===== config.mk =====
export PLATFORM = sky130hd
export DESIGN_NAME = ale_ctrl
export DESIGN_NICKNAME = d
export VERILOG_FILES = /design/src/sv/ale_pkg.sv /design/src/sv/ale_ctrl.sv
export SDC_FILE = /design/constraint.sdc
export NUM_CORES = 1
export LEC_CHECK = 0
export BUFFER_PORTS_ARGS = -buffer_cell sky130_fd_sc_hd__clkbuf_2
export CAP_MARGIN = 20
export CORE_AREA = 2 2 56 58
export DETAILED_ROUTE_END_ITERATION = 6
export DIE_AREA = 0 0 58 60
export PLACE_DENSITY_LB_ADDON = 0.2
export SYNTH_ARGS = -nofsm -noshare
export SYNTH_HDL_FRONTEND = slang
export SYNTH_SLANG_ARGS = --single-unit

===== constraint.sdc =====
create_clock -name clk -period 4.6 [get_ports clk]
set_input_delay 0.46 -clock clk [delete_from_list [all_inputs] [get_ports clk]]
set_output_delay 0.46 -clock clk [all_outputs]
set_load 0.02 [all_outputs]

===== src/sv/ale_pkg.sv =====
package ale_pkg;

	localparam int unsigned XW = 32;
	localparam int unsigned VW = 64;
	localparam int unsigned LW = 5;
	localparam int unsigned KW = 6;

	localparam logic [VW-1:0] VMAX = {1'b0, {(VW-1){1'b1}}};
	localparam logic [VW-1:0] VMIN = {1'b1, {(VW-1){1'b0}}};
	localparam logic [VW-1:0] ONE_Q20 = 64'd1 << 20;
	localparam logic signed [XW-1:0] ONE_Q30 = 32'sd1073741824;

	typedef enum logic [4:0] {
		OP_NOP,
		OP_LOAD,
		OP_RAD,
		OP_SQRT,
		OP_W_ONE,
		OP_W_ZERO,
		OP_W_P1,
		OP_MQLO_S,
		OP_MQLO_X,
		OP_MQHI,
		OP_MQFIN,
		OP_MULK_FACT,
		OP_MULK_2M1,
		OP_MULK_2LL1,
		OP_MULK_LLM1,
		OP_NEG,
		OP_ST_PMM,
		OP_ST_P1,
		OP_T1,
		OP_SUB,
		OP_DIVI,
		OP_DIVS,
		OP_DIVF,
		OP_SHIFT,
		OP_OUT
	} dp_op_t;

	typedef struct packed {
		dp_op_t op;
	} dp_cmd_t;

	typedef struct packed {
		logic m_gt_l;
		logic m_zero;
		logic l_eq_m;
		logic cnt_last;
		logic sq_last;
		logic div_last;
		logic ll_gt_l;
	} dp_stat_t;

	typedef struct packed {
		logic          clip;
		logic [VW-1:0] val;
	} sat_t;

	function automatic sat_t from_sign_mag(input logic neg, input logic [VW-1:0] m);
		sat_t r;
		if (!neg) begin
			r.clip = m[VW-1];
			r.val  = m[VW-1] ? VMAX : m;
		end else begin
			r.clip = m > VMIN;
			r.val  = (m > VMIN) ? VMIN : (VW'(0) - m);
		end
		return r;
	endfunction

endpackage


===== src/sv/ale_ctrl.sv =====
module ale_ctrl (
	input  logic              clk,
	input  logic              arst_n,
	input  logic              in_valid,
	output logic              in_ready,
	output logic              out_valid,
	input  logic              out_ready,
	input  ale_pkg::dp_stat_t stat,
	output ale_pkg::dp_cmd_t  cmd
);

	typedef enum logic [19:0] {
		S_IDLE   = 20'h00001,
		S_RAD    = 20'h00002,
		S_SQRT   = 20'h00004,
		S_PREP   = 20'h00008,
		S_MQLO   = 20'h00010,
		S_MQHI   = 20'h00020,
		S_MQFIN  = 20'h00040,
		S_MULK   = 20'h00080,
		S_NEG    = 20'h00100,
		S_PMMEND = 20'h00200,
		S_ST1    = 20'h00400,
		S_LOOP   = 20'h00800,
		S_T1     = 20'h01000,
		S_MULK2  = 20'h02000,
		S_SUB    = 20'h04000,
		S_DIVI   = 20'h08000,
		S_DIVS   = 20'h10000,
		S_DIVF   = 20'h20000,
		S_SHIFT  = 20'h40000,
		S_DONE   = 20'h80000
	} state_t;

	typedef enum logic [1:0] {
		CTX_PMM,
		CTX_P1,
		CTX_REC
	} ctx_t;

	state_t state_q, state_d;
	ctx_t ctx_q, ctx_d;
	logic out_valid_q;

	always_comb begin
		state_d = state_q;
		ctx_d   = ctx_q;
		cmd.op  = ale_pkg::OP_NOP;
		case (state_q)
			S_IDLE: begin
				if (in_valid) begin
					cmd.op  = ale_pkg::OP_LOAD;
					state_d = S_RAD;
				end
			end
			S_RAD: begin
				cmd.op  = ale_pkg::OP_RAD;
				state_d = S_SQRT;
			end
			S_SQRT: begin
				cmd.op = ale_pkg::OP_SQRT;
				if (stat.sq_last) state_d = S_PREP;
			end
			S_PREP: begin
				if (stat.m_gt_l) begin
					cmd.op  = ale_pkg::OP_W_ZERO;
					state_d = S_DONE;
				end else begin
					cmd.op  = ale_pkg::OP_W_ONE;
					ctx_d   = CTX_PMM;
					state_d = stat.m_zero ? S_PMMEND : S_MQLO;
				end
			end
			S_MQLO: begin
				cmd.op  = (ctx_q == CTX_PMM) ? ale_pkg::OP_MQLO_S : ale_pkg::OP_MQLO_X;
				state_d = S_MQHI;
			end
			S_MQHI: begin
				cmd.op  = ale_pkg::OP_MQHI;
				state_d = S_MQFIN;
			end
			S_MQFIN: begin
				cmd.op  = ale_pkg::OP_MQFIN;
				state_d = S_MULK;
			end
			S_MULK: begin
				case (ctx_q)
					CTX_PMM: begin
						cmd.op  = ale_pkg::OP_MULK_FACT;
						state_d = S_NEG;
					end
					CTX_P1: begin
						cmd.op  = ale_pkg::OP_MULK_2M1;
						state_d = S_ST1;
					end
					default: begin
						cmd.op  = ale_pkg::OP_MULK_2LL1;
						state_d = S_T1;
					end
				endcase
			end
			S_NEG: begin
				cmd.op  = ale_pkg::OP_NEG;
				state_d = stat.cnt_last ? S_PMMEND : S_MQLO;
			end
			S_PMMEND: begin
				cmd.op = ale_pkg::OP_ST_PMM;
				if (stat.l_eq_m) begin
					state_d = S_DONE;
				end else begin
					ctx_d   = CTX_P1;
					state_d = S_MQLO;
				end
			end
			S_ST1: begin
				cmd.op  = ale_pkg::OP_ST_P1;
				state_d = S_LOOP;
			end
			S_LOOP: begin
				if (stat.ll_gt_l) begin
					state_d = S_DONE;
				end else begin
					cmd.op  = ale_pkg::OP_W_P1;
					ctx_d   = CTX_REC;
					state_d = S_MQLO;
				end
			end
			S_T1: begin
				cmd.op  = ale_pkg::OP_T1;
				state_d = S_MULK2;
			end
			S_MULK2: begin
				cmd.op  = ale_pkg::OP_MULK_LLM1;
				state_d = S_SUB;
			end
			S_SUB: begin
				cmd.op  = ale_pkg::OP_SUB;
				state_d = S_DIVI;
			end
			S_DIVI: begin
				cmd.op  = ale_pkg::OP_DIVI;
				state_d = S_DIVS;
			end
			S_DIVS: begin
				cmd.op = ale_pkg::OP_DIVS;
				if (stat.div_last) state_d = S_DIVF;
			end
			S_DIVF: begin
				cmd.op  = ale_pkg::OP_DIVF;
				state_d = S_SHIFT;
			end
			S_SHIFT: begin
				cmd.op  = ale_pkg::OP_SHIFT;
				state_d = S_LOOP;
			end
			S_DONE: begin
				if (!out_valid_q || out_ready) begin
					cmd.op  = ale_pkg::OP_OUT;
					state_d = S_IDLE;
				end
			end
			default: begin
				state_d = S_IDLE;
			end
		endcase
	end

	always_ff @(posedge clk or negedge arst_n) begin
		if (!arst_n) begin
			state_q     <= S_IDLE;
			ctx_q       <= CTX_PMM;
			out_valid_q <= 1'b0;
		end else begin
			state_q <= state_d;
			ctx_q   <= ctx_d;
			if (cmd.op == ale_pkg::OP_OUT) out_valid_q <= 1'b1;
			else if (out_ready) out_valid_q <= 1'b0;
		end
	end

	assign in_ready  = state_q == S_IDLE;
	assign out_valid = out_valid_q;

endmodule


======== Word level (Yosys, flattened, before mapping) ========
Index checks and enable logic that the tools add are counted.
storage, ports and cells
  register bits after elaboration ......... 23
  input port bits ......................... 11
  output and inout bits ................... 7
  logic and storage cells ................. 64
cells by class
  eq/ne operators ......................... 29
  multiplexer cells ....................... 24
  reduce and logical (&&, ||, !) cells .... 8
operator list
  cell                  count
  $pmux 20 s19          1
  $mux 20               7
  $pmux 5 s20           1
  $pmux 13 s2           1
  $eq 20x1->1 const B   1
  $eq 20x10->1 const B  1
  $eq 20x11->1 const B  1
  $eq 20x12->1 const B  1
  $eq 20x13->1 const B  1
  $eq 20x14->1 const B  1
  $eq 20x15->1 const B  1
  $eq 20x16->1 const B  1
  $eq 20x17->1 const B  1
  $eq 20x18->1 const B  1
  $eq 20x19->1 const B  1
  $eq 20x2->1 const B   1
  $eq 20x20->1 const B  1
  $eq 20x3->1 const B   1
  $eq 20x4->1 const B   1
  $eq 20x5->1 const B   1
  $eq 20x6->1 const B   1
  $eq 20x7->1 const B   1
  $eq 20x8->1 const B   1
  $eq 20x9->1 const B   1
  18 further kinds      31

======== Depth between registers and ports, before layout ========
  word-level depth ........................ 6
  gate-level depth with buffers ........... 7
  mapped depth without buffers ............ 5

======== Least setup slack after synthesis ========
No wires, ideal clock.
  path type ............................... reg2out
  start point ............................. register state_q[16]
  end point ............................... output port cmd[2] (netlist bit)
  data arrival time ....................... 1.944 ns
  data required time ...................... 4.140 ns
  path slack .............................. 2.196 ns
  cell stages (with the launch flop) ...... 7
  path buffers ............................ 1
  cell sequence ........................... dfrtp_1 -> buf_6 -> nor4_4 -> nand4_2 -> nor4_2 -> or4_1 -> a211o_1
RTL lines
  item                    line             RTL
  from (decl)             ale_ctrl.sv:41   state_t state_q, state_d;
  from (signal assigned)  ale_ctrl.sv:174  state_q <= state_d;
  to (decl)               ale_ctrl.sv:9    output ale_pkg::dp_cmd_t cmd

==> impl_metrics.py <==
metrics = {
    "synthesis": {
        "synthCells": 178,
        "synth_nets": 189,
        "synth_top_cell_by_area": "dfrtp_1",
        "synth_area_um2": 1720,
        "synth-warning-count": 0,
        "synth_edf_count": 0,
        "yosysSeqAreaShare_pct": 33.6,
        "netlist_top_cells_area": "dfrtp_1 (32%), nor4_4 (7.4%), nor2_1 (3.9%)",
        "netlist.area_leader.share_pct": 32.0,
        "synth_cell_types": 51,
        "syn_area_per_cell_um2": 9.65,
        "ys.flop_type": "dfrtp_1",
        "synth_most_common_cell": "dfrtp_1",
        "synth_commonest_cells": "dfrtp_1 (22), nor2_1 (18), nor3_1 (12)",
        "synth_seq_cells": 23,
        "synthArstFlopShare_pct": 100,
    },
    "floorplanning": {
        "io_pins": 18,
        "die_area_um2": 3480,
        "fp.coreArea_um2": 2900,
        "die_x_um": 58,
        "initial_core_util_pct": 59.2,
        "rows": 20,
        "die_h_um": 60,
    },
    "sta": {
        "holdWs_ns": 0.106,
        "tns_ns": 0,
        "setup_slack_ns": 1.20,
        "setup_violations": 0,
        "maxSlewHeadroom_pct": 50.6,
        "min_period_over_period_pct": 73.9,
        "fmaxAchievable_ghz": 0.294,
        "slew_violations": 0,
        "finClkSkew_ns": 0.00312,
        "period_needed_ns": 3.40,
        "hold_violations": 0,
        "worst_pin_slew_ns": 0.731,
        "rsz0062_at_grt": "no",
    },
    "clocking": {
        "postCtsHoldBufs": 0,
        "path_clk_slew_ns": 0.13,
        "cts_root_buf": "clkbuf_4",
        "cts_htree_levels": 1,
        "cts_setup_buffers": 0,
        "clockBufferDepth": 2,
        "cts_made_buffers": 3,
        "cts-resized-gates": 0,
        "clk_latency_ns": 0.32,
        "cts_tree": "built",
        "cts_sinks": 23,
    },
    "power_and_ir_drop": {
        "leakagePower_uw": 0.000834,
        "vdd_drop_max_v": 0.000334,
        "powerDensity_nw_per_um2": 413,
    },
    "worst_setup_path": {
        "r2r-end": "state_q[0]",
        "arrival_ns": 2.94,
        "path_max_fanout": 11,
        "worstSetupPathType": "flip-flop to output pin",
        "r2r_slack_ns": 2.01,
        "reg2reg_depth": 5,
        "required_ns": 4.14,
        "r2r-start": "state_q[16]",
        "critPathLaunchType": "flip-flop",
        "end_kind": "output pin",
    },
    "min_path": {
        "hold_class": "input port to asynchronous set/reset pin",
    },
    "place": {
        "dpl_cell_area_um2": 1820,
        "post-place-ws_ns": 1.64,
        "port_buffers": 17,
        "dp_hpwl_um": 3360,
        "gp_congestion": 0.964,
    },
    "flow_run": {
        "drv_cap": 0,
    },
    "finish": {
        "n_antenna_cell": 0,
        "layout-drive-gt1-share_pct": 25.1,
        "multi_input_area_um2": 1090,
        "register_area_um2": 577,
        "final_cell_area_um2": 1840,
        "num-nets-final": 207,
        "fillCellCount": 253,
        "syn2layout_area_growth_pct": 7.21,
    },
    "detailed_routing": {
        "vias": 1602,
        "dr.pass1.iters": 5,
        "ant_nets": 0,
        "drtIter0Drc": 110,
        "wire_per_inst_um": 18.9,
        "drt_wl_total_um": 4300,
        "viasPerCell": 7.03,
        "route.detailed.drc": 0,
    },
    "global_routing": {
        "grt_pass1_wl_um": 7160,
        "grt_pass1_vias": 1501,
        "grt.overflow.total": 0,
        "grt_max_degree": 24,
        "grt_usage_pct": 27.2,
        "antenna_found_initial": 0,
    },
    "run_status": {
        "status": "finished clean",
    },
}
-- per-layer routing --
metal	share of wire, %	track usage (%)	wire length [µm]
met1	41	35.5	1770
met2	48	44.8	2070
met3	8.3	4.98	357
met4	2.3	11.0	99
met5	0	0	0
-- stage by stage --
| step | std cells | util (%) | power (µW) |
|---|---|---|---|
| floorplan | 178 | - | 561 |
| global placement | 224 | 62.5 | 646 |
| detailed placement | 224 | 62.5 | 657 |
| CTS | 228 | 63.4 | 752 |
| global route | 228 | 63.4 | 807 |
| finish | 228 | 63.4 | 760 |
-- logic make-up after synthesis --
kind of cell	synth area share [%]
buffers and inverters	3.20
and+or+nand+nor	48.1
DFF	33.6
muxes	1.17
AOI/OAI and AO/OA	11.9
xor gates and xnor gates	2.04
-- power by group --
group	switching, µW	internal [µW]
registers	41.3	231
logic	247	142
clock network	64.3	33.9
total	353	407
-- how the worst max path moves through the flow --
stage / from / to / slack, ns
final: state_q[16] / cmd[1] / 1.20
after CTS: state_q[16] / cmd[1] / 1.30
after floorplan: state_q[16] / cmd[2] / 2.20
after global routing: state_q[16] / cmd[0] / 1.0
after global placement: state_q[16] / cmd[0] / 1.72
after detailed placement: state_q[16] / cmd[1] / 1.64
-- area by class of cell --
type,instances,area share (%)
Tap cell,33,2.24
Sequential cell,23,31.3
Multi-Input combinational cell,144,59.0
Timing Repair Buffer,17,4.62
Clock buffer,4,1.43
Inverter,7,1.43
-- state kept, by name, indices dropped and copies added (netlist names) --
register,count
out_valid,1
ctx_q,2
state_q,20
-- layout by cell type (no fill, tap or decap), drive strengths merged, types with 3 or more instances in the layout --
master and count:
o32ai 4, nor4 14, o22ai 3, nand2 10, xor2 4, inv 7, nor4b 4, or4b 5
clkbuf 21, nor2 18, nor3 15, dfrtp 22, nand4 5, or2 6, o21ai 5, nand3b 4
or4 4, nand2b 9, o21bai 3, nor3b 5, nand3 6
-- critical path, stage by stage, from the launching register on --
cell and delay (ns):
dfrtp_1 0.50, nor4_4 0.65, nand4_1 0.65, o22ai_1 0.37, or3_1 0.15, or4b_1 0.12
clkbuf_2 0.17
No activity file was read; power rests on OpenSTA's default activity.
